[src/rtl/core/mncm_pkg.sv]
// Shared types and constants of the masked neighbour count block.
// No dependencies; used by the top level and the axis span unit.
`default_nettype none

package mncm_pkg;

  // Field widths fixed by the interface
  localparam int unsigned IMG_SIZE_W = 13;
  localparam int unsigned MSK_SIZE_W = 5;
  localparam int unsigned POS_W      = 12;
  localparam int unsigned IDX_W      = 8;
  localparam int unsigned COUNT_W    = 9;
  localparam int unsigned CFG_IDX_W  = 2;
  localparam int unsigned CFG_DATA_W = 13;

  // Request operation codes
  localparam logic OP_WRITE = 1'b0;
  localparam logic OP_QUERY = 1'b1;

  // Configuration register indexes
  localparam logic [CFG_IDX_W-1:0] CFG_IMAGE_WIDTH  = 2'd0;
  localparam logic [CFG_IDX_W-1:0] CFG_IMAGE_HEIGHT = 2'd1;
  localparam logic [CFG_IDX_W-1:0] CFG_MASK_WIDTH   = 2'd2;
  localparam logic [CFG_IDX_W-1:0] CFG_MASK_HEIGHT  = 2'd3;

  // Range of mask indexes along one axis that land inside the image: [lo, hi)
  typedef struct packed {
    logic [MSK_SIZE_W-1:0] lo;
    logic [MSK_SIZE_W-1:0] hi;
  } span_t;

  typedef enum logic [2:0] {
    ST_IDLE,
    ST_TPOS,
    ST_BOUNDS,
    ST_SCAN,
    ST_DRAIN
  } state_e;

endpackage

`default_nettype wire

[src/rtl/core/masked_neighbour_count_map.sv]
// Masked neighbour count: a mask write returns nothing.
// A valid query passes ST_TPOS, ST_BOUNDS, ST_SCAN and ST_DRAIN before its
// result, bound by the scan of one mask RAM entry per cycle; a rejected
// query answers from ST_TPOS. busy stays high until the result strobe, so
// the next request is taken at the earliest on the edge that takes the result.
// Reset sets all size registers to 1; the mask RAM holds garbage until written.
`default_nettype none

module masked_neighbour_count_map #(
  parameter int unsigned MASK_MAX_W = 16,
  parameter int unsigned MASK_MAX_H = 16
) (
  input  wire logic                            clk_i,
  input  wire logic                            rst_ni,
  // Request channel
  input  wire logic                            start,
  output logic                                 busy,
  input  wire logic                            op_i,
  input  wire logic [mncm_pkg::IDX_W-1:0]      mask_index_i,
  input  wire logic                            mask_bit_i,
  input  wire logic [mncm_pkg::POS_W-1:0]      pix_x_i,
  input  wire logic [mncm_pkg::POS_W-1:0]      pix_y_i,
  // Result channel
  output logic                                 result_valid_o,
  output logic [mncm_pkg::COUNT_W-1:0]         neighbour_count_o,
  output logic                                 out_of_range_o,
  // Configuration channel
  input  wire logic                            cfg_valid_i,
  output logic                                 cfg_ready_o,
  input  wire logic [mncm_pkg::CFG_IDX_W-1:0]  cfg_index_i,
  input  wire logic [mncm_pkg::CFG_DATA_W-1:0] cfg_data_i
);

  localparam int unsigned DEPTH = MASK_MAX_W * MASK_MAX_H;
  localparam int unsigned AW    = (DEPTH > 1) ? $clog2(DEPTH) : 1;
  localparam int unsigned LIM_W = 8;
  localparam logic [LIM_W-1:0] MaxW = LIM_W'(MASK_MAX_W);
  localparam logic [LIM_W-1:0] MaxH = LIM_W'(MASK_MAX_H);
  localparam logic [AW+mncm_pkg::IDX_W-1:0] DepthWide = (AW + mncm_pkg::IDX_W)'(DEPTH);

  mncm_pkg::state_e state_q, state_d;

  logic [mncm_pkg::IMG_SIZE_W-1:0] img_w_q, img_h_q;
  logic [mncm_pkg::MSK_SIZE_W-1:0] msk_w_q, msk_h_q;
  logic [mncm_pkg::POS_W-1:0]      pix_x_q, pix_y_q;

  logic [mncm_pkg::MSK_SIZE_W-1:0] i0_q, i0_d, i1_q, i1_d;
  logic [AW-1:0]                   addr_q, addr_d;
  logic                            rd_pend_q, rd_pend_d;
  logic                            hit_q, hit_d;
  logic [mncm_pkg::COUNT_W-1:0]    cnt_q, cnt_d;
  logic                            res_vld_d, res_oor_d;
  logic [mncm_pkg::COUNT_W-1:0]    res_cnt_d;

  logic                            accept;
  logic                            wr_en;
  logic [AW+mncm_pkg::IDX_W-1:0]   idx_wide;
  logic                            rd_en;
  logic                            rd_bit;
  logic                            reject;
  logic                            last;
  logic [mncm_pkg::COUNT_W-1:0]    cnt_inc;
  mncm_pkg::span_t                 span_x, span_y;

  assign busy        = (state_q != mncm_pkg::ST_IDLE);
  assign cfg_ready_o = !busy;
  assign accept      = start && !busy;

  // Configuration registers
  always_ff @(posedge clk_i or negedge rst_ni) begin
    if (!rst_ni) begin
      img_w_q <= mncm_pkg::IMG_SIZE_W'(1);
      img_h_q <= mncm_pkg::IMG_SIZE_W'(1);
      msk_w_q <= mncm_pkg::MSK_SIZE_W'(1);
      msk_h_q <= mncm_pkg::MSK_SIZE_W'(1);
    end else if (cfg_valid_i && cfg_ready_o) begin
      unique case (cfg_index_i)
        mncm_pkg::CFG_IMAGE_WIDTH:  img_w_q <= cfg_data_i;
        mncm_pkg::CFG_IMAGE_HEIGHT: img_h_q <= cfg_data_i;
        mncm_pkg::CFG_MASK_WIDTH:   msk_w_q <= cfg_data_i[mncm_pkg::MSK_SIZE_W-1:0];
        mncm_pkg::CFG_MASK_HEIGHT:  msk_h_q <= cfg_data_i[mncm_pkg::MSK_SIZE_W-1:0];
        default: ;
      endcase
    end
  end

  // Capture the queried pixel
  always_ff @(posedge clk_i) begin
    if (accept && op_i == mncm_pkg::OP_QUERY) begin
      pix_x_q <= pix_x_i;
      pix_y_q <= pix_y_i;
    end
  end

  // Mask writes go straight to the RAM; busy keeps them clear of a scan
  assign idx_wide = (AW + mncm_pkg::IDX_W)'(mask_index_i);
  assign wr_en    = accept && (op_i == mncm_pkg::OP_WRITE) && (idx_wide < DepthWide);

  mncm_ram #(
    .WIDTH(1),
    .DEPTH(DEPTH),
    .AW   (AW)
  ) u_mask_ram (
    .clk_i    (clk_i),
    .wr_en_i  (wr_en),
    .wr_addr_i(idx_wide[AW-1:0]),
    .wr_data_i(mask_bit_i),
    .rd_en_i  (rd_en),
    .rd_addr_i(addr_q),
    .rd_data_o(rd_bit)
  );

  mncm_axis u_axis_x (
    .clk_i     (clk_i),
    .pos_i     (pix_x_q),
    .img_size_i(img_w_q),
    .msk_size_i(msk_w_q),
    .span_o    (span_x)
  );

  mncm_axis u_axis_y (
    .clk_i     (clk_i),
    .pos_i     (pix_y_q),
    .img_size_i(img_h_q),
    .msk_size_i(msk_h_q),
    .span_o    (span_y)
  );

  // Query cannot be answered
  assign reject = (msk_w_q == '0) || (msk_h_q == '0) ||
                  (LIM_W'(msk_w_q) > MaxW) || (LIM_W'(msk_h_q) > MaxH) ||
                  (img_w_q < mncm_pkg::IMG_SIZE_W'(msk_w_q)) ||
                  (img_h_q < mncm_pkg::IMG_SIZE_W'(msk_h_q)) ||
                  ({1'b0, pix_x_q} >= img_w_q) || ({1'b0, pix_y_q} >= img_h_q);

  assign last    = (i0_q == msk_w_q - mncm_pkg::MSK_SIZE_W'(1)) &&
                   (i1_q == msk_h_q - mncm_pkg::MSK_SIZE_W'(1));
  assign cnt_inc = cnt_q + mncm_pkg::COUNT_W'(rd_pend_q && hit_q && rd_bit);

  // Sequencer: next state, scan counters and result
  always_comb begin
    state_d   = state_q;
    i0_d      = i0_q;
    i1_d      = i1_q;
    addr_d    = addr_q;
    rd_en     = 1'b0;
    rd_pend_d = 1'b0;
    hit_d     = 1'b0;
    cnt_d     = cnt_inc;
    res_vld_d = 1'b0;
    res_oor_d = 1'b0;
    res_cnt_d = '0;
    unique case (state_q)
      mncm_pkg::ST_IDLE: begin
        if (accept && op_i == mncm_pkg::OP_QUERY) begin
          state_d = mncm_pkg::ST_TPOS;
        end
      end
      mncm_pkg::ST_TPOS: begin
        if (reject) begin
          res_vld_d = 1'b1;
          res_oor_d = 1'b1;
          state_d   = mncm_pkg::ST_IDLE;
        end else begin
          state_d = mncm_pkg::ST_BOUNDS;
        end
      end
      mncm_pkg::ST_BOUNDS: begin
        i0_d    = '0;
        i1_d    = '0;
        addr_d  = '0;
        cnt_d   = '0;
        state_d = mncm_pkg::ST_SCAN;
      end
      mncm_pkg::ST_SCAN: begin
        // Read one entry and tag whether it lands inside the image
        rd_en     = 1'b1;
        rd_pend_d = 1'b1;
        hit_d     = (i0_q >= span_x.lo) && (i0_q < span_x.hi) &&
                    (i1_q >= span_y.lo) && (i1_q < span_y.hi);
        addr_d    = addr_q + AW'(1);
        if (i0_q == msk_w_q - mncm_pkg::MSK_SIZE_W'(1)) begin
          i0_d = '0;
          i1_d = i1_q + mncm_pkg::MSK_SIZE_W'(1);
        end else begin
          i0_d = i0_q + mncm_pkg::MSK_SIZE_W'(1);
        end
        if (last) begin
          state_d = mncm_pkg::ST_DRAIN;
        end
      end
      mncm_pkg::ST_DRAIN: begin
        // Fold in the last read and present the result
        res_vld_d = 1'b1;
        res_cnt_d = cnt_inc;
        state_d   = mncm_pkg::ST_IDLE;
      end
      default: begin
        state_d = mncm_pkg::ST_IDLE;
      end
    endcase
  end

  // Control registers
  always_ff @(posedge clk_i or negedge rst_ni) begin
    if (!rst_ni) begin
      state_q        <= mncm_pkg::ST_IDLE;
      rd_pend_q      <= 1'b0;
      result_valid_o <= 1'b0;
    end else begin
      state_q        <= state_d;
      rd_pend_q      <= rd_pend_d;
      result_valid_o <= res_vld_d;
    end
  end

  // Datapath registers
  always_ff @(posedge clk_i) begin
    i0_q   <= i0_d;
    i1_q   <= i1_d;
    addr_q <= addr_d;
    hit_q  <= hit_d;
    cnt_q  <= cnt_d;
    if (res_vld_d) begin
      neighbour_count_o <= res_cnt_d;
      out_of_range_o    <= res_oor_d;
    end
  end

  // A result is only presented once the sequencer is back at rest
  assert property (@(posedge clk_i) disable iff (!rst_ni)
    result_valid_o |-> !busy)
    else $error("result strobe while busy");

  // A flagged result carries no count
  assert property (@(posedge clk_i) disable iff (!rst_ni)
    (result_valid_o && out_of_range_o) |-> (neighbour_count_o == '0))
    else $error("out-of-range result with nonzero count");

  // An accepted query occupies the block
  assert property (@(posedge clk_i) disable iff (!rst_ni)
    (accept && op_i == mncm_pkg::OP_QUERY) |=> busy)
    else $error("query accepted without going busy");

  // A mask write returns nothing and leaves the block free
  assert property (@(posedge clk_i) disable iff (!rst_ni)
    (accept && op_i == mncm_pkg::OP_WRITE) |=> (!busy && !result_valid_o))
    else $error("mask write caused activity");

  // Read data is only expected right after a scan cycle
  assert property (@(posedge clk_i) disable iff (!rst_ni)
    rd_pend_q |-> $past(state_q == mncm_pkg::ST_SCAN))
    else $error("pending read without a scan");

endmodule

`default_nettype wire

[src/rtl/core/mncm_ram.sv]
// Generic single-port-write, single-port-read RAM with registered read data.
// No dependencies.
`default_nettype none

module mncm_ram #(
  parameter int unsigned WIDTH = 1,
  parameter int unsigned DEPTH = 256,
  parameter int unsigned AW    = (DEPTH > 1) ? $clog2(DEPTH) : 1
) (
  input  wire logic             clk_i,
  input  wire logic             wr_en_i,
  input  wire logic [AW-1:0]    wr_addr_i,
  input  wire logic [WIDTH-1:0] wr_data_i,
  input  wire logic             rd_en_i,
  input  wire logic [AW-1:0]    rd_addr_i,
  output logic      [WIDTH-1:0] rd_data_o
);

  logic [WIDTH-1:0] mem_q [DEPTH];

  // Write port
  always_ff @(posedge clk_i) begin
    if (wr_en_i) begin
      mem_q[wr_addr_i] <= wr_data_i;
    end
  end

  // Registered read port
  always_ff @(posedge clk_i) begin
    if (rd_en_i) begin
      rd_data_o <= mem_q[rd_addr_i];
    end
  end

endmodule

`default_nettype wire

[src/rtl/core/mncm_axis.sv]
// Per-axis template position and in-image index span, two register stages.
// Depends on mncm_pkg (span_t, field widths).
`default_nettype none

module mncm_axis (
  input  wire logic                            clk_i,
  input  wire logic [mncm_pkg::POS_W-1:0]      pos_i,
  input  wire logic [mncm_pkg::IMG_SIZE_W-1:0] img_size_i,
  input  wire logic [mncm_pkg::MSK_SIZE_W-1:0] msk_size_i,
  output mncm_pkg::span_t                      span_o
);

  logic [mncm_pkg::MSK_SIZE_W-1:0] marg;
  logic [mncm_pkg::IMG_SIZE_W-1:0] hi_edge;
  logic [mncm_pkg::IMG_SIZE_W-1:0] edge_gap;
  logic                            near_lo;
  logic                            near_hi;
  logic [mncm_pkg::MSK_SIZE_W-1:0] tpos_d;
  logic [mncm_pkg::MSK_SIZE_W-1:0] tpos_q;
  logic [mncm_pkg::MSK_SIZE_W-1:0] marg_q;
  mncm_pkg::span_t                 span_d;

  // Margin is (size-1)/2
  assign marg     = (msk_size_i - mncm_pkg::MSK_SIZE_W'(1)) >> 1;
  assign near_lo  = pos_i < mncm_pkg::POS_W'(marg);
  assign hi_edge  = img_size_i - mncm_pkg::IMG_SIZE_W'(marg);
  assign near_hi  = {1'b0, pos_i} >= hi_edge;
  assign edge_gap = img_size_i - {1'b0, pos_i};

  // Map the pixel onto the template, clamping at the borders
  always_comb begin
    priority if (near_lo) begin
      tpos_d = pos_i[mncm_pkg::MSK_SIZE_W-1:0];
    end else if (near_hi) begin
      tpos_d = msk_size_i - edge_gap[mncm_pkg::MSK_SIZE_W-1:0];
    end else begin
      tpos_d = marg;
    end
  end

  // Index i lands inside when marg <= t + i < marg + size
  always_comb begin
    span_d.lo = (marg_q > tpos_q) ? (marg_q - tpos_q) : '0;
    span_d.hi = (tpos_q > marg_q) ? (msk_size_i - (tpos_q - marg_q)) : msk_size_i;
  end

  // Inputs hold steady for a whole query, so the stages run freely
  always_ff @(posedge clk_i) begin
    tpos_q <= tpos_d;
    marg_q <= marg;
    span_o <= span_d;
  end

endmodule

`default_nettype wire
[config.mk]
export PLATFORM = sky130hd
export DESIGN_NAME = masked_neighbour_count_map
export DESIGN_NICKNAME = d
export VERILOG_FILES = /design/src/rtl/core/mncm_pkg.sv /design/src/rtl/core/masked_neighbour_count_map.sv /design/src/rtl/core/mncm_ram.sv /design/src/rtl/core/mncm_axis.sv
export SDC_FILE = /design/constraint.sdc
export NUM_CORES = 1
export LEC_CHECK = 0
export ABC_AREA = 1
export BUFFER_PORTS_ARGS = -buffer_cell sky130_fd_sc_hd__buf_4
export CORE_MARGIN = 4
export CORE_UTILIZATION = 57
export DETAILED_ROUTE_END_ITERATION = 16
export HOLD_SLACK_MARGIN = 0.06
export PLACE_DENSITY_LB_ADDON = 0.12
export SYNTH_ARGS = -nofsm -noshare
export SYNTH_HDL_FRONTEND = slang
export SYNTH_SLANG_ARGS = --single-unit
[constraint.sdc]
create_clock -name clk_i -period 3.9 [get_ports clk_i]
set_clock_uncertainty 0.1 [all_clocks]
set_input_delay 0.39 -clock clk_i [delete_from_list [all_inputs] [get_ports clk_i]]
set_output_delay 0.39 -clock clk_i [all_outputs]
set_load 0.01 [all_outputs]
; After elaboration in Yosys (flattened, before gate mapping)
; Memory sizes are Yosys's and may differ from the RTL's. A register that Yosys moved wholly into a read port is not among the register bits.
; Index checks and enable logic that the tools add are counted.
[totals]
ff_bits = 141
ram_bits = 256
word_cells = 126
memories = 1
[memory_table]
columns = memory, words, word_bits, rd, rd_clocked_by_memory_dff, wr, line
row1 = u_mask_ram.mem_q, 256, 1, 1, 1, 1, mncm_ram.sv:19  ; logic [WIDTH-1:0] mem_q [DEPTH];
[op_classes]
add_sub_neg = 18
order_cmp = 19
eq_ne = 12
muxes = 20
n_bitwise = 1
reduce_logical = 31
[ops]
columns = operator, n
row1 = greater-or-equal comparator 12 x 13 -> 1 bit, 4
row2 = 2-to-1 mux 5 bit, 8
row3 = subtractor 5 bit, 6
row4 = < comparator 13 x 5 -> 1 bit, 2
row5 = subtractor 13 x 4 -> 13 bit, 2
row6 = < comparator 12 x 4 -> 1 bit, 2
row7 = case mux 5 bit (2 select lines), 2
row8 = case mux 8 bit (2 select lines), 1
row9 = case mux 3 bit (4 select lines), 1
row10 = AND reduction 2 bit, 6
row11 = logical AND 1 bit, 11
row12 = adder 5 x 1 -> 5 bit (second input constant), 2
row13 = equality test 5 bit, 2
row14 = greater-or-equal comparator 5 bit, 2
row15 = greater-than comparator 4 x 5 -> 1 bit, 2
row16 = greater-than comparator 5 x 4 -> 1 bit, 2
row17 = greater-than comparator 5 bit (second input constant), 2
row18 = zero test 5 bit, 2
row19 = < comparator 5 bit, 2
row20 = subtractor 4 x 5 -> 5 bit, 2
row21 = subtractor 5 x 1 -> 5 bit (second input constant), 2
row22 = subtractor 5 x 4 -> 5 bit, 2
row23 = adder 9 x 1 -> 9 bit, 1
row24 = < comparator 8 x 9 -> 1 bit (second input constant), 1
row25 = other kinds (18), 32

; Longest topological paths before layout
; Gate-level depths: netlist of the first run.
[logic_depth]
word_depth = 10
ltp_mapped = 30

; By module
; From an unflattened synthesis of the first run, not the netlist that was laid out.
[hier_totals]
cells_unflattened = 2409
area_unflattened_um2 = 21748.4
[by_module_without_submodules]
columns = mod, instances, cells_each, area_each_um2, seq_area_each_um2
row1 = mncm_ram, 1, 1184, 11727.5, 7717.4
row2 = masked_neighbour_count_map, 1, 635, 5689.2, 2792.7
row3 = mncm_axis (u_axis_y), 1, 306, 2222.1, 380.4
row4 = mncm_axis (u_axis_x), 1, 284, 2109.5, 380.4

; Worst setup path before layout of the first run
; Ideal clock, no wire load.
[synth_path]
path_kind = register to register
from = register msk_w_q[0] (netlist bit)
to = register u_axis_x.tpos_q[1] (netlist bit)
arrival_ns = 3.514
t_required_ns = 3.687
path_slack_ns = 0.173
stages_incl_launch_ff = 26
n_path_buf = 0
synth_period_minus_slack_ns = 3.727
path_cell_list = dfstp_2 -> clkinv_1 -> ha_1 -> xnor2_1 -> ha_1 -> a21oi_1 -> o21bai_1 -> nand2_1 -> nand2_1 -> nand2_1 -> nor2_2 -> nand2_1 -> xor2_1 -> ha_1 -> nand2_1 -> nor2_1 -> nor3_1 -> nand2_1 -> nand2_1 -> nand2_1 -> nand2_1 -> nand2_1 -> nand2_2 -> nand2_1 -> nand3_1 -> nand2_1
[synth_between]
elab_chain_len = 5
[synth_rtl]
columns = item, line
row1 = start: declaration, masked_neighbour_count_map.sv:44  ; logic [mncm_pkg::MSK_SIZE_W-1:0] msk_w_q, msk_h_q;
row2 = start signal: assignment, masked_neighbour_count_map.sv:74  ; msk_w_q <= mncm_pkg::MSK_SIZE_W'(1);
row3 = start signal: assignment, masked_neighbour_count_map.sv:80  ; mncm_pkg::CFG_MASK_WIDTH: msk_w_q <= cfg_data_i[mncm_pkg::MSK_SIZE_W-1:0];
row4 = subtractor 5 x 1 -> 5 bit, mncm_axis.sv:24  ; assign marg = (msk_size_i - mncm_pkg::MSK_SIZE_W'(1)) >> 1;
row5 = subtractor 13 x 4 -> 13 bit, mncm_axis.sv:26  ; assign hi_edge = img_size_i - mncm_pkg::IMG_SIZE_W'(marg);
row6 = greater-or-equal comparator 12 x 13 -> 1 bit, mncm_axis.sv:27  ; assign near_hi = {1'b0, pos_i} >= hi_edge;
row7 = 2-to-1 mux 5 bit, mncm_axis.sv:34  ; end else if (near_hi) begin
row8 = 2-to-1 mux 5 bit *, mncm_axis.sv:32  ; priority if (near_lo) begin
row9 = "named net u_axis_x.tpos_d, one bit", mncm_axis.sv:18  ; logic [mncm_pkg::MSK_SIZE_W-1:0] tpos_d;
row10 = end signal: assignment, mncm_axis.sv:49  ; tpos_q <= tpos_d;
row11 = end: declaration, mncm_axis.sv:19  ; logic [mncm_pkg::MSK_SIZE_W-1:0] tpos_q;
; Mark *: on every way through the listed nets, which the timed path passes. The rest lies on a longest branch.
; A chain may end at the register's enable or synchronous reset.

; Worst setup path after layout of the first run
[layout_path]
from = register msk_h_q[0] (netlist bit)
to = register u_axis_y.tpos_q[2] (netlist bit)
[layout_between]
elab_chain_len = 5
[layout_rtl]
columns = item, line
row1 = start: declaration, masked_neighbour_count_map.sv:44
row2 = start signal: assignment, masked_neighbour_count_map.sv:75  ; msk_h_q <= mncm_pkg::MSK_SIZE_W'(1);
row3 = start signal: assignment, masked_neighbour_count_map.sv:81  ; mncm_pkg::CFG_MASK_HEIGHT: msk_h_q <= cfg_data_i[mncm_pkg::MSK_SIZE_W-1:0];
row4 = subtractor 5 x 1 -> 5 bit *, mncm_axis.sv:24
row5 = "named net u_axis_y.marg, one bit", mncm_axis.sv:13  ; logic [mncm_pkg::MSK_SIZE_W-1:0] marg;
row6 = subtractor 13 x 4 -> 13 bit, mncm_axis.sv:26
row7 = greater-or-equal comparator 12 x 13 -> 1 bit, mncm_axis.sv:27
row8 = 2-to-1 mux 5 bit, mncm_axis.sv:34
row9 = 2-to-1 mux 5 bit *, mncm_axis.sv:32
row10 = "named net u_axis_y.tpos_d, one bit", mncm_axis.sv:18
row11 = end signal: assignment, mncm_axis.sv:49
row12 = end: declaration, mncm_axis.sv:19
; Marked as above.

==> flow_results.xml, run 1 <==
<?xml version="1.0" encoding="UTF-8"?>
<metrics>
  <group name="setup_path">
    <metric name="worst_r2r_setup_slack" unit="ns">0.20</metric>
    <metric name="rr_worst_depth" unit="">30</metric>
    <metric name="r2r_end" unit="">u_axis_y.tpos_q[2]</metric>
    <metric name="critical_path_peak_fanout" unit="">5</metric>
    <metric name="worst_ep_arrival_time" unit="ns">4.07</metric>
    <metric name="start_kind" unit="">flop</metric>
    <metric name="critical_path.most_common_cell" unit="">nand2_1</metric>
    <metric name="required_time_reported_for_the_critical_path_endpoint" unit="ns">4.26</metric>
    <metric name="reg2reg_from" unit="">msk_h_q[0]</metric>
    <metric name="worst_path_dominant_cell_family" unit="">simple AND/OR/NAND/NOR gates</metric>
    <metric name="worstSetupEndpointType" unit="">flop</metric>
    <metric name="timing.critical_path.slowest_cell_delay" unit="ns">0.54</metric>
    <metric name="cp.buffers_inverters" unit="">5</metric>
    <metric name="cp_slowest_cell" unit="">dfstp_2</metric>
    <metric name="setup.worst_path.class" unit="">flop to flop</metric>
  </group>
  <group name="sta">
    <metric name="worst_tran_pin_value" unit="ns">1.13</metric>
    <metric name="maxSlewHeadroom" unit="%">24.7</metric>
    <metric name="setup_violation_total_in_the_final_timing_report" unit="">0</metric>
    <metric name="layout_min_cycle_time" unit="ns">3.70</metric>
    <metric name="final_hold_viols" unit="">0</metric>
    <metric name="fin_setup_tns" unit="ns">0</metric>
    <metric name="maxClockFrequency" unit="MHz">270</metric>
    <metric name="final_min_period_over_clock_period" unit="%">95.0</metric>
    <metric name="slew_viol_final" unit="">0</metric>
    <metric name="unrepaired_setup_endpoints_after_global_routing" unit="">true</metric>
    <metric name="post-route-worst-setup-slack" unit="ns">0.196</metric>
  </group>
  <group name="clock_network">
    <metric name="clock_latency" unit="ns">0.58</metric>
    <metric name="cts_root_buffer" unit="">clkbuf_16</metric>
    <metric name="ctsLongestPathBuffers" unit="">3</metric>
    <metric name="htree_num_levels" unit="">2</metric>
    <metric name="tritoncts" unit="">done</metric>
    <metric name="worst_setup_hold_path_clk_slew" unit="ns">0.06</metric>
    <metric name="cts_buffers" unit="">44</metric>
    <metric name="cts_num_sinks" unit="">398</metric>
  </group>
  <group name="power">
    <metric name="power.internal" unit="W">0.0115</metric>
    <metric name="power.switching_fraction" unit="%">41.7</metric>
    <metric name="power.share.combinational" unit="%">48.4</metric>
    <metric name="share_clk_of_total_power" unit="%">21.9</metric>
    <metric name="power_density" unit="nW/um^2">820</metric>
    <metric name="leakagePower" unit="nW">9.54</metric>
    <metric name="max-vdd-ir-drop" unit="mV">0.445</metric>
    <metric name="switchingPower" unit="W">0.00822</metric>
    <metric name="seq_power_share" unit="%">29.7</metric>
  </group>
  <group name="worst_hold_path">
    <metric name="hp-class" unit="">input pin to flop</metric>
    <metric name="min_path_cells" unit="">4</metric>
    <metric name="hold_start" unit="">cfg_index_i[0]</metric>
    <metric name="worstHoldEndpoint" unit="">msk_w_q[0]</metric>
  </group>
  <group name="cells_and_area">
    <metric name="antennaDiodeCount" unit="">0</metric>
    <metric name="drive_above_1_share" unit="%">10.1</metric>
    <metric name="most_common_library_cell_in_the_layout_ignoring_fill_and_taps" unit="">nor2_1</metric>
    <metric name="layout.nets" unit="">2557</metric>
    <metric name="area_growth" unit="%">14.0</metric>
    <metric name="most-common-layout-cells" unit="">nor2_1 (499), nand2_1 (326), edfxtp_1 (309), inv_1 (212), o21ai_0 (179)</metric>
  </group>
  <group name="detailed_routing">
    <metric name="num_vias" unit="">16200</metric>
    <metric name="dr.first_iter.drc_count" unit="">1632</metric>
    <metric name="drt_drc_violations_left" unit="">0</metric>
    <metric name="detail_route.first_pass.iterations" unit="">5</metric>
    <metric name="total_length_of_routed_wires" unit="um">53300</metric>
    <metric name="post_drt_via_cell_ratio" unit="">5.64</metric>
    <metric name="antenna_violating_nets_post_route" unit="">0</metric>
    <metric name="routedWlPerCell" unit="um">18.6</metric>
  </group>
  <group name="placed_design">
    <metric name="detailedPlace.worstSlack" unit="ns">-0.0201</metric>
    <metric name="place.port_buffers" unit="">65</metric>
    <metric name="gp_routability_congestion" unit="">0.931</metric>
    <metric name="hpwlAfterDp" unit="um">33700</metric>
  </group>
  <group name="floorplanning">
    <metric name="fp.dieArea" unit="um^2">40200</metric>
    <metric name="io_pins" unit="">66</metric>
    <metric name="fp.dieW" unit="um">200</metric>
    <metric name="die_height" unit="um">200</metric>
    <metric name="placeableCoreArea" unit="um^2">36600</metric>
    <metric name="floorplan.rows" unit="">70</metric>
    <metric name="initial_core_util" unit="%">57.7</metric>
  </group>
  <group name="synthesis">
    <metric name="synth-main-ff-cell" unit="">edfxtp_1</metric>
    <metric name="synth.distinct_cells" unit="">50</metric>
    <metric name="yosysTopAreaCell" unit="">edfxtp_1</metric>
    <metric name="syn_area" unit="um^2">21100</metric>
    <metric name="postSynthAreaPerCell" unit="um^2">9.32</metric>
    <metric name="synthTopCellsByArea" unit="">edfxtp_1 (44%), nor2_1 (8.9%), ha_1 (7.2%)</metric>
    <metric name="synth_enable_flop_cells" unit="">309</metric>
    <metric name="yosys_warnings" unit="">0</metric>
    <metric name="synth.yosys.seq_area_share" unit="%">53.4</metric>
    <metric name="netlist_instances" unit="">2264</metric>
    <metric name="synth-seq-cells" unit="">398</metric>
    <metric name="async_s_r_ff_share_synth" unit="%">10.3</metric>
    <metric name="post-synth-top-area-fraction" unit="%">44.0</metric>
    <metric name="synth_nets" unit="">2458</metric>
  </group>
  <group name="global_routing">
    <metric name="grt_first_pass_wirelength" unit="um">83500</metric>
    <metric name="gr-total-overflow" unit="">0</metric>
    <metric name="antenna_found_initial" unit="">0</metric>
    <metric name="grt_util_all_layers" unit="%">25.9</metric>
    <metric name="grt_start_max_net_pins" unit="">131</metric>
    <metric name="grt_pass1_vias" unit="">15600</metric>
  </group>
  <group name="status">
    <metric name="outcome" unit="">finished clean</metric>
  </group>
  <group name="job">
    <metric name="cap_viol_max_count" unit="">0</metric>
  </group>
</metrics>
-- power groups by stage --
stage	Sequential [W]	Combinational, W	Clock [W]
6_report	0.00586	0.00954	0.00433
5_1_grt	0.00593	0.0108	0.00457
4_1_cts	0.00585	0.00932	0.00439
3_5_place_dp	0.00593	0.00918	0
3_3_place_gp	0.00592	0.00893	0
2_1_floorplan	0.00576	0.00668	0
-- flip-flops by register name (all words and copies together) (netlist names), 3 cells and up --
signal	count
addr_q	8
cnt_q	9
i0_q	5
i1_q	5
img_h_q	13
img_w_q	13
msk_h_q	5
msk_w_q	5
neighbour_count_o	9
pix_x_q	12
pix_y_q	12
state_q	3
u_axis_x.marg_q	4
u_axis_x.span_o	10
u_axis_x.tpos_q	5
u_axis_y.marg_q	4
u_axis_y.span_o	10
u_axis_y.tpos_q	5
u_mask_ram.mem_q	256
-- worst reg2reg max path, delay by kind of cell, from the launching register on --
| family | cells | cell delay [ns] |
|---|---|---|
| AOI/OAI and AO/OA | 4 | 0.54 |
| xor gates and xnor gates | 1 | 0.15 |
| adders and majority gates | 3 | 0.71 |
| buffers and inverters | 5 | 0.28 |
| DFF | 1 | 0.54 |
| and+or+nand+nor | 17 | 1.28 |
-- synth_stat cells, drive strengths merged, types with 6 or more instances --
master,number
o211ai,24
fa,20
dfxtp,48
o21ai,182
inv,219
o221ai,9
a21boi,15
a21oi,80
xor2,35
nand4,14
buf,45
dfrtp,37
nand3,97
nor3,25
nor4,8
nand2,361
edfxtp,309
o22ai,16
clkbuf,40
ha,121
o21bai,6
nor2,507
xnor2,17
-- what timing repair did --
action                                 4_1_cts  5_1_grt
setup endpoints to repair                    8       10
endpoints found under the hold margin       97        0
setup buffers                                0        5
hold buffers                                38        0
pin swaps                                    0        3
resized for setup                            2       19
-- kinds of logic after synthesis --
logic type | count (synthesis) | share of synthesized area, %
compound gates | 342 | 9.19
buf+inv | 307 | 5.74
xor+xnor | 52 | 2.16
simple gates | 1024 | 20.4
flops | 398 | 53.4
fa+ha+maj | 141 | 9.07
-- routing by layer --
metal | wire [um] | GRT usage, % | vias up
li1 | - | - | 7769
met1 | 23900 | 38.1 | 7724
met2 | 24000 | 39.7 | 574
met3 | 3930 | 4.33 | 105
met4 | 1460 | 8.16 | 0
met5 | 0 | 0 | -
-- stage by stage --
stage,instances,power [W],util [%],hold WS (ns),area [um^2]
global placement,2742,0.0148,60.3,0.323,22100
floorplan,2264,0.0124,-,-0.00559,21100
detailed placement,2742,0.0151,60.3,0.332,22100
CTS,2862,0.0196,65.5,0.0630,24000
finish,2867,0.0197,65.7,0.0924,24100
global route,2867,0.0213,65.7,0.123,24100
-- final cells by class --
class	count	area, um^2
Tap cell	468	586
Sequential cell	398	11300
Inverter	222	835
Clock buffer	63	1230
Fill cell	3001	12600
Clock inverter	19	273
Timing Repair Buffer	138	1170
Multi-Input combinational cell	1559	8680
-- worst max-delay path by stage --
stage	from	cells past startpoint	slack, ns	endpoint
detailed placement	msk_w_q[0]	25	-0.02	u_axis_x.tpos_q[2]
finish	msk_h_q[0]	30	0.20	u_axis_y.tpos_q[2]
global placement	msk_h_q[0]	30	0.11	u_axis_y.tpos_q[2]
floorplan	msk_w_q[0]	25	0.17	u_axis_x.tpos_q[1]
CTS	msk_w_q[0]	24	0.002	u_axis_x.tpos_q[2]
global route	msk_h_q[0]	30	-0.05	u_axis_y.tpos_q[2]
(Power assumes the default switching activity.)
==> run 2, diff against run 1 <==
--- a/config.mk
+++ b/config.mk
@@ -7,6 +7,7 @@
 export LEC_CHECK = 0
 export ABC_AREA = 1
 export BUFFER_PORTS_ARGS = -buffer_cell sky130_fd_sc_hd__buf_4
+export CORE_ASPECT_RATIO = 0.5
 export CORE_MARGIN = 4
 export CORE_UTILIZATION = 57
 export DETAILED_ROUTE_END_ITERATION = 16
==> flow_results.xml, run 2 (synthesis results as in run 1) <==
<?xml version="1.0" encoding="UTF-8"?>
<metrics>
  <group name="floorplanning">
    <metric name="die_height" unit="um">144</metric>
    <metric name="fp.dieArea" unit="um^2">40400</metric>
    <metric name="placeableCoreArea" unit="um^2">36200</metric>
    <metric name="floorplan.rows" unit="">49</metric>
    <metric name="fp.dieW" unit="um">280</metric>
    <metric name="io_pins" unit="">66</metric>
    <metric name="initial_core_util" unit="%">58.3</metric>
  </group>
  <group name="setup_path">
    <metric name="critical_path.most_common_cell" unit="">nand2_1</metric>
    <metric name="setup.worst_path.class" unit="">flop to flop</metric>
    <metric name="start_kind" unit="">flop</metric>
    <metric name="worstSetupEndpointType" unit="">flop</metric>
    <metric name="critical_path_peak_fanout" unit="">5</metric>
    <metric name="timing.critical_path.slowest_cell_delay" unit="ns">0.53</metric>
    <metric name="required_time_reported_for_the_critical_path_endpoint" unit="ns">4.24</metric>
    <metric name="worst_ep_arrival_time" unit="ns">3.97</metric>
    <metric name="cp_slowest_cell" unit="">dfstp_2</metric>
  </group>
  <group name="placed_design">
    <metric name="detailedPlace.worstSlack" unit="ns">0.0556</metric>
    <metric name="gp_routability_congestion" unit="">0.884</metric>
    <metric name="hpwlAfterDp" unit="um">31900</metric>
    <metric name="place.port_buffers" unit="">65</metric>
  </group>
  <group name="sta">
    <metric name="final_min_period_over_clock_period" unit="%">93.1</metric>
    <metric name="post-route-worst-setup-slack" unit="ns">0.270</metric>
    <metric name="maxSlewHeadroom" unit="%">26.2</metric>
    <metric name="final_hold_viols" unit="">0</metric>
    <metric name="setup_violation_total_in_the_final_timing_report" unit="">0</metric>
    <metric name="layout_min_cycle_time" unit="ns">3.63</metric>
    <metric name="maxClockFrequency" unit="MHz">275</metric>
    <metric name="slew_viol_final" unit="">0</metric>
    <metric name="worst_tran_pin_value" unit="ns">1.10</metric>
  </group>
  <group name="clock_network">
    <metric name="htree_num_levels" unit="">2</metric>
    <metric name="cts_buffers" unit="">37</metric>
    <metric name="cts_num_sinks" unit="">398</metric>
    <metric name="ctsLongestPathBuffers" unit="">3</metric>
    <metric name="worst_setup_hold_path_clk_slew" unit="ns">0.07</metric>
    <metric name="cts_root_buffer" unit="">clkbuf_16</metric>
    <metric name="clock_latency" unit="ns">0.55</metric>
    <metric name="tritoncts" unit="">done</metric>
  </group>
  <group name="power">
    <metric name="leakagePower" unit="nW">9.40</metric>
    <metric name="switchingPower" unit="W">0.00805</metric>
    <metric name="max-vdd-ir-drop" unit="mV">0.437</metric>
    <metric name="power.share.combinational" unit="%">49.7</metric>
    <metric name="share_clk_of_total_power" unit="%">19.3</metric>
    <metric name="power.total" unit="W">0.0189</metric>
    <metric name="power.switching_fraction" unit="%">42.5</metric>
    <metric name="power.internal" unit="W">0.0109</metric>
    <metric name="seq_power_share" unit="%">31.0</metric>
    <metric name="power_density" unit="nW/um^2">796</metric>
  </group>
  <group name="global_routing">
    <metric name="grt_first_pass_wirelength" unit="um">80900</metric>
    <metric name="grt_pass1_vias" unit="">15100</metric>
    <metric name="gr-total-overflow" unit="">0</metric>
    <metric name="grt_start_max_net_pins" unit="">151</metric>
    <metric name="antenna_found_initial" unit="">0</metric>
    <metric name="grt_util_all_layers" unit="%">25.6</metric>
  </group>
  <group name="worst_hold_path">
    <metric name="hp-class" unit="">input pin to flop</metric>
  </group>
  <group name="cells_and_area">
    <metric name="layout.nets" unit="">2545</metric>
    <metric name="drive_above_1_share" unit="%">9.79</metric>
    <metric name="most_common_library_cell_in_the_layout_ignoring_fill_and_taps" unit="">nor2_1</metric>
    <metric name="largest_register_ffs" unit="">256</metric>
    <metric name="top_register" unit="">u_mask_ram.mem_q</metric>
    <metric name="nFillCells" unit="">2956</metric>
    <metric name="most-common-layout-cells" unit="">nor2_1 (499), nand2_1 (327), edfxtp_1 (309), inv_1 (214), o21ai_0 (179)</metric>
    <metric name="antennaDiodeCount" unit="">0</metric>
    <metric name="area_growth" unit="%">12.7</metric>
    <metric name="largestRegisters" unit="">u_mask_ram.mem_q: 256 flops, img_h_q: 13 flops, img_w_q: 13 flops</metric>
  </group>
  <group name="status">
    <metric name="outcome" unit="">finished clean</metric>
  </group>
  <group name="detailed_routing">
    <metric name="drt_drc_violations_left" unit="">0</metric>
    <metric name="total_length_of_routed_wires" unit="um">51400</metric>
    <metric name="routedWlPerCell" unit="um">17.9</metric>
    <metric name="num_vias" unit="">15900</metric>
    <metric name="detail_route.first_pass.iterations" unit="">5</metric>
    <metric name="post_drt_via_cell_ratio" unit="">5.54</metric>
    <metric name="dr.first_iter.drc_count" unit="">1406</metric>
    <metric name="antenna_violating_nets_post_route" unit="">0</metric>
  </group>
  <group name="job">
    <metric name="cap_viol_max_count" unit="">0</metric>
  </group>
</metrics>
run 2: cell types whose count changed in the layout (fill, tap and decap cells not counted), moves of 3 or more:
cell and change:
clkbuf_1 -6, bufinv_16 -3, inv_2 -3, clkbuf_8 -3, buf_4 -6, clkbuf_16 -7, clkinv_2 +8
run 2: repair_timing:
action | in CTS | in global routing
gates resized for setup | 0 | 24
endpoints found under the setup margin | 0 | 10
hold buffers | 38 | 0
hold endpoints to repair | 97 | 0
buffers inserted | 0 | 2
run 2: path summary, 6_finish.rpt:
check | slack (ns) | cells past startpoint | to | from
max | 0.27 | 25 | u_axis_y.tpos_q[2] | msk_h_q[0]
min | 0.15 | 4 | msk_w_q[0] | cfg_index_i[0]
max reg2reg | 0.27 | 25 | u_axis_y.tpos_q[2] | msk_h_q[0]
min reg2reg | 0.40 | 2 | u_axis_x.tpos_q[0] | pix_x_q[0]
max in group asynchronous | 3.01 | 2 | img_w_q[0] | rst_ni
min in group asynchronous | 0.27 | 2 | img_h_q[9] | rst_ni
run 2: layout make-up:
cell class / instances / area, um^2 / share of cell area [%]
Sequential cell: 398 / 11300 / 47.4
Tap cell: 484 / 606 / 2.55
Timing Repair Buffer: 133 / 1150 / 4.82
Clock buffer: 47 / 995 / 4.18
Multi-Input combinational cell: 1559 / 8730 / 36.7
Clock inverter: 21 / 204 / 0.857
Inverter: 222 / 838 / 3.52
run 2: critical path: cells and delay by family, from the launching register on:
family	cells	cell delay [ns]
AND/OR/NAND/NOR	15	1.19
XOR/XNOR	1	0.16
buffers and inverters	4	0.28
flip-flops	1	0.53
AO/OA/AOI/OAI	1	0.13
adder cells (fa/ha/maj)	4	1.15
run 2: per-stage QoR:
step	utilization (%)	setup TNS, ns	std cells	instance area [um^2]	hold WS (ns)
finish	65.7	0	2864	23800	0.147
global route	65.7	-0.0903	2864	23800	0.157
CTS	65.3	0	2862	23700	0.133
detailed placement	61.0	0	2756	22100	0.318
global placement	61.0	0	2756	22100	0.320
floorplan	-	0	2264	21100	-0.00559
run 2: per-layer routing:
| layer | routed length, um | GRT usage [%] | vias up |
|---|---|---|---|
| met2 | 24800 | 44.5 | 482 |
| met1 | 22100 | 33.9 | 7528 |
| met4 | 1300 | 7.24 | 0 |
| met3 | 3180 | 3.98 | 105 |
| met5 | 0 | 0 | - |
| li1 | - | - | 7742 |
run 2: power groups by stage:
stage / combinational [W] / sequential [W] / clock, W
global route: 0.0107 / 0.00594 / 0.00390
global placement: 0.00899 / 0.00594 / 0
finish: 0.00941 / 0.00587 / 0.00366
CTS: 0.00925 / 0.00586 / 0.00372
detailed placement: 0.00914 / 0.00594 / 0
floorplan: 0.00668 / 0.00576 / 0
